$ cat src/sv/sst_pkg.sv
// ----------------------------------------------------------------------------
// Sorted set table: package
// Sizes, operation codes and status codes of the sorted set table.
// ----------------------------------------------------------------------------
package sst_pkg;

    localparam int CAPACITY   = 64;
    localparam int VALUE_BITS = 32;
    localparam int IDX_BITS   = $clog2(CAPACITY);
    localparam int CNT_BITS   = $clog2(CAPACITY + 1);

    // stream field widths
    localparam int OP_W     = 2;
    localparam int VAL_W    = 32;
    localparam int STATUS_W = 2;
    localparam int OCNT_W   = 7;
    localparam int IN_W     = 40;   // op + value, padded to bytes
    localparam int OUT_W    = 16;   // status + count + empty, padded to bytes

    // operation codes
    localparam logic [OP_W-1:0] OP_ADD    = 2'd0;
    localparam logic [OP_W-1:0] OP_REMOVE = 2'd1;
    localparam logic [OP_W-1:0] OP_SEARCH = 2'd2;

    // status codes
    localparam logic [STATUS_W-1:0] ST_OK   = 2'd0;
    localparam logic [STATUS_W-1:0] ST_MISS = 2'd1;   // duplicate, absent or unused operation code
    localparam logic [STATUS_W-1:0] ST_FULL = 2'd2;

endpackage

$ cat src/sv/sorted_set_table_unit.sv
// ----------------------------------------------------------------------------
// Sorted set table unit
// Set of distinct signed values kept sorted in a single-port-read table.
// ----------------------------------------------------------------------------
// Each input item adds, removes or looks up one value; each gives exactly one
// result item with a status, the element count after the operation and an
// empty flag. All work goes through one table read port and one compare unit,
// one entry a cycle: a linear scan for the value (stopping early on a match),
// then for an add a single ordering pass from the top entry down to entry 0,
// or for a remove a shift of the later entries down by one. The input is not
// ready while an item is in work; a finished result sits in an output
// register so the next item can be taken while it waits. No clearing pass is
// needed after reset: only entries below the count are ever read. The order
// register (descending when set) is taken on any cycle but should only change
// while the table is empty or idle; held entries are not re-sorted.
module sorted_set_table_unit (
    input  logic                       i_clk,
    input  logic                       i_rst_n,
    // config: bit 0 descending_order
    input  logic                       i_cfg_valid,
    input  logic [0:0]                 i_cfg_data,
    output logic                       o_cfg_ready,
    // input items
    input  logic                       s_axis_tvalid,
    output logic                       s_axis_tready,
    input  logic [sst_pkg::IN_W-1:0]   s_axis_tdata,   // [1:0] op, [33:2] value
    // result items
    output logic                       m_axis_tvalid,
    input  logic                       m_axis_tready,
    output logic [sst_pkg::OUT_W-1:0]  m_axis_tdata    // [1:0] status,
                                                       // [8:2] element_count,
                                                       // [9] is_empty
);
    import sst_pkg::*;

    typedef enum logic [5:0] {
        S_IDLE     = 6'b000001,
        S_SCAN     = 6'b000010,
        S_SORT     = 6'b000100,
        S_SORT_END = 6'b001000,
        S_SHIFT    = 6'b010000,
        S_DONE     = 6'b100000
    } t_state;

    t_state                 r_state, n_state;
    logic [OP_W-1:0]        r_op, n_op;
    logic [VALUE_BITS-1:0]  r_value, n_value;
    logic [VALUE_BITS-1:0]  r_carry, n_carry;      // element travelling down
    logic [IDX_BITS-1:0]    r_idx, n_idx;
    logic [CNT_BITS-1:0]    r_count, n_count;
    logic [STATUS_W-1:0]    r_status, n_status;
    logic                   r_desc;

    logic                   r_ovalid, n_ovalid;
    logic [STATUS_W-1:0]    r_ostatus, n_ostatus;
    logic [OCNT_W-1:0]      r_ocount, n_ocount;
    logic                   r_oempty, n_oempty;

    // element table
    logic [VALUE_BITS-1:0]  r_mem [CAPACITY];
    logic [VALUE_BITS-1:0]  r_rdata;
    logic                   w_we;
    logic [IDX_BITS-1:0]    w_waddr;
    logic [VALUE_BITS-1:0]  w_wdata;
    logic [IDX_BITS-1:0]    w_raddr;

    // shared compare unit and index helpers
    logic                   w_cnt_zero;
    logic                   w_full;
    logic [CNT_BITS-1:0]    w_idx_inc;
    logic                   w_match;
    logic                   w_scan_last;
    logic                   w_before;

    assign o_cfg_ready   = 1'b1;
    assign s_axis_tready = (r_state == S_IDLE);
    assign m_axis_tvalid = r_ovalid;
    assign m_axis_tdata  = {6'd0, r_oempty, r_ocount, r_ostatus};

    assign w_cnt_zero  = (r_count == '0);
    assign w_full      = (r_count == CNT_BITS'(CAPACITY));
    assign w_idx_inc   = CNT_BITS'(r_idx) + CNT_BITS'(1);
    assign w_match     = !w_cnt_zero && (r_rdata == r_value);
    assign w_scan_last = w_cnt_zero || (w_idx_inc == r_count);
    // carry goes before the entry below it under the current order
    assign w_before    = r_desc ? ($signed(r_carry) > $signed(r_rdata))
                                : ($signed(r_carry) < $signed(r_rdata));

    always_comb begin
        n_state   = r_state;
        n_op      = r_op;
        n_value   = r_value;
        n_carry   = r_carry;
        n_idx     = r_idx;
        n_count   = r_count;
        n_status  = r_status;
        n_ostatus = r_ostatus;
        n_ocount  = r_ocount;
        n_oempty  = r_oempty;
        n_ovalid  = r_ovalid && !m_axis_tready;
        w_we      = 1'b0;
        w_waddr   = r_idx;
        w_wdata   = r_rdata;
        w_raddr   = IDX_BITS'(w_idx_inc);

        unique case (r_state)
            S_IDLE: begin
                w_raddr = '0;   // entry 0 ready for the first scan cycle
                if (s_axis_tvalid) begin
                    n_op    = s_axis_tdata[OP_W-1:0];
                    n_value = VALUE_BITS'(s_axis_tdata[OP_W +: VAL_W]);
                    n_idx   = '0;
                    n_state = S_SCAN;
                end
            end

            // r_rdata holds entry r_idx
            S_SCAN: begin
                if (w_match) begin
                    n_state = S_DONE;
                    unique case (r_op)
                        OP_ADD:    n_status = ST_MISS;
                        OP_REMOVE: begin
                            n_status = ST_OK;
                            if (w_idx_inc == r_count) begin
                                n_count = r_count - CNT_BITS'(1);
                            end else begin
                                n_state = S_SHIFT;   // read of r_idx+1 issued
                            end
                        end
                        OP_SEARCH: n_status = ST_OK;
                        default:   n_status = ST_MISS;
                    endcase
                end else if (w_scan_last) begin
                    n_state  = S_DONE;
                    n_status = ST_MISS;
                    if (r_op == OP_ADD) begin
                        if (w_full) begin
                            n_status = ST_FULL;
                        end else if (w_cnt_zero) begin
                            w_we     = 1'b1;
                            w_waddr  = '0;
                            w_wdata  = r_value;
                            n_count  = CNT_BITS'(1);
                            n_status = ST_OK;
                        end else begin
                            // new value enters at the top and travels down
                            n_carry = r_value;
                            n_idx   = IDX_BITS'(r_count);
                            w_raddr = IDX_BITS'(r_count - CNT_BITS'(1));
                            n_state = S_SORT;
                        end
                    end
                end else begin
                    n_idx = IDX_BITS'(w_idx_inc);
                end
            end

            // writes entry r_idx; r_rdata holds entry r_idx-1
            S_SORT: begin
                w_we = 1'b1;
                if (w_before) begin
                    w_wdata = r_rdata;
                end else begin
                    w_wdata = r_carry;
                    n_carry = r_rdata;
                end
                if (r_idx == IDX_BITS'(1)) begin
                    n_state = S_SORT_END;
                end else begin
                    n_idx   = r_idx - IDX_BITS'(1);
                    w_raddr = r_idx - IDX_BITS'(2);
                end
            end

            S_SORT_END: begin
                w_we     = 1'b1;
                w_waddr  = '0;
                w_wdata  = r_carry;
                n_count  = r_count + CNT_BITS'(1);
                n_status = ST_OK;
                n_state  = S_DONE;
            end

            // writes entry r_idx with entry r_idx+1
            S_SHIFT: begin
                w_we = 1'b1;
                if (CNT_BITS'(r_idx) + CNT_BITS'(2) == r_count) begin
                    n_count = r_count - CNT_BITS'(1);
                    n_state = S_DONE;
                end else begin
                    n_idx   = IDX_BITS'(w_idx_inc);
                    w_raddr = r_idx + IDX_BITS'(2);
                end
            end

            S_DONE: begin
                if (!r_ovalid || m_axis_tready) begin
                    n_ovalid  = 1'b1;
                    n_ostatus = r_status;
                    n_ocount  = OCNT_W'(r_count);
                    n_oempty  = w_cnt_zero;
                    n_state   = S_IDLE;
                end
            end

            default: n_state = S_IDLE;
        endcase
    end

    // control state
    always_ff @(posedge i_clk) begin
        if (!i_rst_n) begin
            r_state  <= S_IDLE;
            r_count  <= '0;
            r_desc   <= 1'b0;
            r_ovalid <= 1'b0;
        end else begin
            r_state  <= n_state;
            r_count  <= n_count;
            r_ovalid <= n_ovalid;
            if (i_cfg_valid) begin
                r_desc <= i_cfg_data[0];
            end
        end
    end

    // payload
    always_ff @(posedge i_clk) begin
        r_op      <= n_op;
        r_value   <= n_value;
        r_carry   <= n_carry;
        r_idx     <= n_idx;
        r_status  <= n_status;
        r_ostatus <= n_ostatus;
        r_ocount  <= n_ocount;
        r_oempty  <= n_oempty;
    end

    // table: one write, one registered read per cycle
    always_ff @(posedge i_clk) begin
        if (w_we) begin
            r_mem[w_waddr] <= w_wdata;
        end
        r_rdata <= r_mem[w_raddr];
    end

endmodule

$ cat config.mk
export PLATFORM = sky130hd
export DESIGN_NAME = sorted_set_table_unit
export DESIGN_NICKNAME = d
export VERILOG_FILES = /design/src/sv/sst_pkg.sv /design/src/sv/sorted_set_table_unit.sv
export SDC_FILE = /design/constraint.sdc
export NUM_CORES = 2
export LEC_CHECK = 0
export BUFFER_PORTS_ARGS = -buffer_cell sky130_fd_sc_hd__buf_4
export CAP_MARGIN = 20
export CORE_ASPECT_RATIO = 1.5
export CORE_MARGIN = 2
export CORE_UTILIZATION = 35
export CTS_CLUSTER_DIAMETER = 150
export DETAILED_ROUTE_END_ITERATION = 6
export GPL_ROUTABILITY_DRIVEN = 0
export RECOVER_POWER = 100
export SYNTH_ARGS = -nofsm -noshare
export SYNTH_HDL_FRONTEND = slang
export SYNTH_SLANG_ARGS = --single-unit
$ cat constraint.sdc
create_clock -name i_clk -period 8.8 [get_ports i_clk]
set_input_delay 2.64 -clock i_clk [delete_from_list [all_inputs] [get_ports i_clk]]
set_output_delay 2.64 -clock i_clk [all_outputs]
set_load 0.02 [all_outputs]
==> flow_metrics.env <==
export IMPL_drive_above_1_share=0.2218
export IMPL_cts_inserted_buffers=195
export IMPL_grt_pass1_wl_um=336900
export IMPL_ir_drop_v=0.0001576
export IMPL_cts_root_buf="clkbuf_16"
export IMPL_end_kind="flop"
export IMPL_stdcell_area_mm2=0.09755
export IMPL_synth_seq_area_share=0.7575
export IMPL_clkSinkCount=2179
export IMPL_layout_nets=4629
export IMPL_die_height_um=610.2
export IMPL_insertion_delay_ns=0.83
export IMPL_cts_setup_buffers=0
export IMPL_syn_cell_area_mm2=0.08575
export IMPL_dr_pass1_iters=5
export IMPL_rsz0062_at_grt="no"
export IMPL_fill_cells=21570
export IMPL_dieArea_mm2=0.2491
export IMPL_synth_top_area_share=0.7466
export IMPL_start_util=0.3520
export IMPL_core_area_mm2=0.2436
export IMPL_holdBufCountCts=0
export IMPL_tritoncts="built"
export IMPL_finalNonFillerCells=8002
export IMPL_drv_cap=86
export IMPL_power_density_mw_per_mm2=281.9
export IMPL_num_io_pins=65
export IMPL_worst_slew_pin_slew_ns=3.677
export IMPL_dpl_cell_area_mm2=0.09168
export IMPL_syn_to_final_growth_pct=13.76
export IMPL_crit_arrival_ns=8.55
export IMPL_path_clk_slew_ns=0.07
export IMPL_via_per_inst=5.579
export IMPL_multi_input_area_mm2=0.02039
export IMPL_fin_skew_ns=0.04838
export IMPL_hpwl_um=135000
export IMPL_worstPathMaxFanout=33
export IMPL_drt_wirelength_per_cell_um=30.10
export IMPL_grt_util_all_layers=0.1895
export IMPL_synth_edf_count=2132
export IMPL_crit_type="reg -> reg"
export IMPL_setup_tns_ns=0
export IMPL_num_vias=44640
export IMPL_hp_class="reg -> reg"
export IMPL_placed_cells=7591
export IMPL_ff_latch_area_mm2=0.06496
export IMPL_first_iter_violations=4865
export IMPL_grt_max_degree=72
export IMPL_die_w_um=408.2
export IMPL_finalHoldViolCount=0
export IMPL_drc=0
export IMPL_ys_seq_elements=2179
export IMPL_cp_start_kind="flop"
export IMPL_port_buffers=51
export IMPL_avgSynthCellArea_um2=19.70
export IMPL_drv_slew=3349
export IMPL_ys_top_cells_by_count="edfxtp_1, mux4_2, a22oi_1"
export IMPL_grt_pass1_vias=45430
export IMPL_grt_overflow=0
export IMPL_yosysWarnings=0
export IMPL_failed_checks="capacitance limit, slew limit"
export IMPL_p_total_w=0.02750
export IMPL_yosysUniqueCellTypes=74
export IMPL_crit_required_ns=9.48
export IMPL_ys_async_sr_fraction=0
export IMPL_ys_flop_type="edfxtp_1"
export IMPL_yosysTopAreaCell="edfxtp_1"
export IMPL_r2r_setup_slack_ns=0.93
export IMPL_p_leak_nw=29.92
export IMPL_htreeDepth=4
export IMPL_fin_crit_ns=7.867
export IMPL_fin_crit_sh=0.8940
export IMPL_synthTopCellsByArea="edfxtp_1, mux4_2, a22oi_1, dfxtp_1, nand2_1"
export IMPL_num_rows=222
export IMPL_drtAntennaViolNets=0
export IMPL_relSlewSlack=-1.451
export IMPL_run_status="finished with violations"
export IMPL_max_freq_mhz=127.1
export IMPL_setup_viol=0
export IMPL_postSynthCellCount=4352
export IMPL_yosysMostFrequentCell="edfxtp_1"
export IMPL_ctsLongestPathBuffers=4
export IMPL_cts_resized_gates=0
export IMPL_totalWireLength_um=240900
export IMPL_antenna_found_initial=18
==> kinds of logic (layout without fill, tap and decap cells) <==
family / Yosys count / count (layout) / share of synthesized area
xor gates and xnor gates: 57 / 57 / 0.005997
and+or+nand+nor: 694 / 694 / 0.03925
AOI/OAI and AO/OA: 537 / 537 / 0.04446
buffers and inverters: 301 / 638 / 0.01561
other: 2 / 67 / 0.00008758
muxes: 540 / 540 / 0.1309
adders and majority gates: 42 / 42 / 0.006128
DFF: 2179 / 2179 / 0.7575
==> final cells by class <==
type	count	area share
Sequential cell	2179	0.6659
Timing Repair Buffer	237	0.01621
Inverter	51	0.001962
Multi-Input combinational cell	1877	0.2090
Clock buffer	244	0.05339
Tap cell	3248	0.04166
Clock inverter	106	0.01030
Antenna cell	60	0.001539
==> layout by cell type, fill, tap and decap left out, types with 15 or more instances in the layout <==
master,instances
buf_12,15
dfxtp_1,47
o21ai_0,71
nand3_1,70
a211oi_1,23
a221oi_1,37
clkinv_1,31
nor4_1,38
clkbuf_1,121
nand2_1,228
a211oi_4,30
mux2i_1,61
clkinv_2,36
mux4_2,464
clkbuf_4,35
nor2b_1,17
or2_0,17
ha_1,42
inv_1,50
xnor2_1,47
o22ai_1,41
clkbuf_2,31
bufinv_16,18
nor2_4,62
clkbuf_16,199
nand4_1,89
buf_4,74
nor2_1,79
diode_2,60
edfxtp_1,2132
a21oi_1,29
nor3_1,18
a22oi_1,237
==> registers in the layout, summed over array words and instances, names as in the netlist, 6 cells and up <==
name,flops
r_ocount,7
r_count,7
r_mem,2048
r_value,32
r_carry,32
r_rdata,32
r_idx,6
r_state,6
==> worst max-delay path: stages, from the launching register on <==
cell	delay (ns)
edfxtp_1	0.79
inv_1	0.44
ha_1	0.51
xor2_1	0.18
a211oi_1	0.19
o2111ai_1	0.24
or3_1	0.44
nor3_1	0.73
o311a_2	1.18
buf_12	0.40
buf_12	0.32
mux4_2	0.55
a22oi_1	0.30
nand4_1	0.71
or4_1	0.67
==> per-layer routing <==
layer | GRT usage | vias up | share of wire
met4 | 0.1076 | 0 | 0.063
met1 | 0.2183 | 23870 | 0.35
met5 | 0 | - | 0
met3 | 0.02351 | 471 | 0.059
li1 | - | 18460 | -
met2 | 0.3397 | 1833 | 0.52
==> report_power, final <==
group,internal (W),switching (W),total [W]
clock network,0.00473,0.00374,0.00847
logic,0.00167,0.00401,0.00568
registers,0.0131,0.000227,0.0134
total,0.0195,0.00797,0.0275
==> worst paths after layout <==
kind	startpoint	endpoint	cells after the start
setup / recovery	r_idx[1]$_DFFE_PP_	r_rdata[10]$_DFF_P_	14
hold / removal	r_status[0]$_SDFFCE_PN0P_	r_ostatus[0]$_DFFE_PP_	0
setup reg to reg	r_idx[1]$_DFFE_PP_	r_rdata[10]$_DFF_P_	14
hold reg to reg	r_status[0]$_SDFFCE_PN0P_	r_ostatus[0]$_DFFE_PP_	0
==> stage by stage <==
step	hold slack, ns	utilization	setup slack [ns]
3_5_place_dp	0.4417	0.3764	1.725
5_1_grt	0.4485	0.4004	0.6532
3_3_place_gp	0.4086	0.3764	1.787
6_report	0.4458	0.4005	0.9329
4_1_cts	0.4576	0.4019	1.690
2_1_floorplan	0.4003	-	2.483
Power figures use the tool's default switching activity.
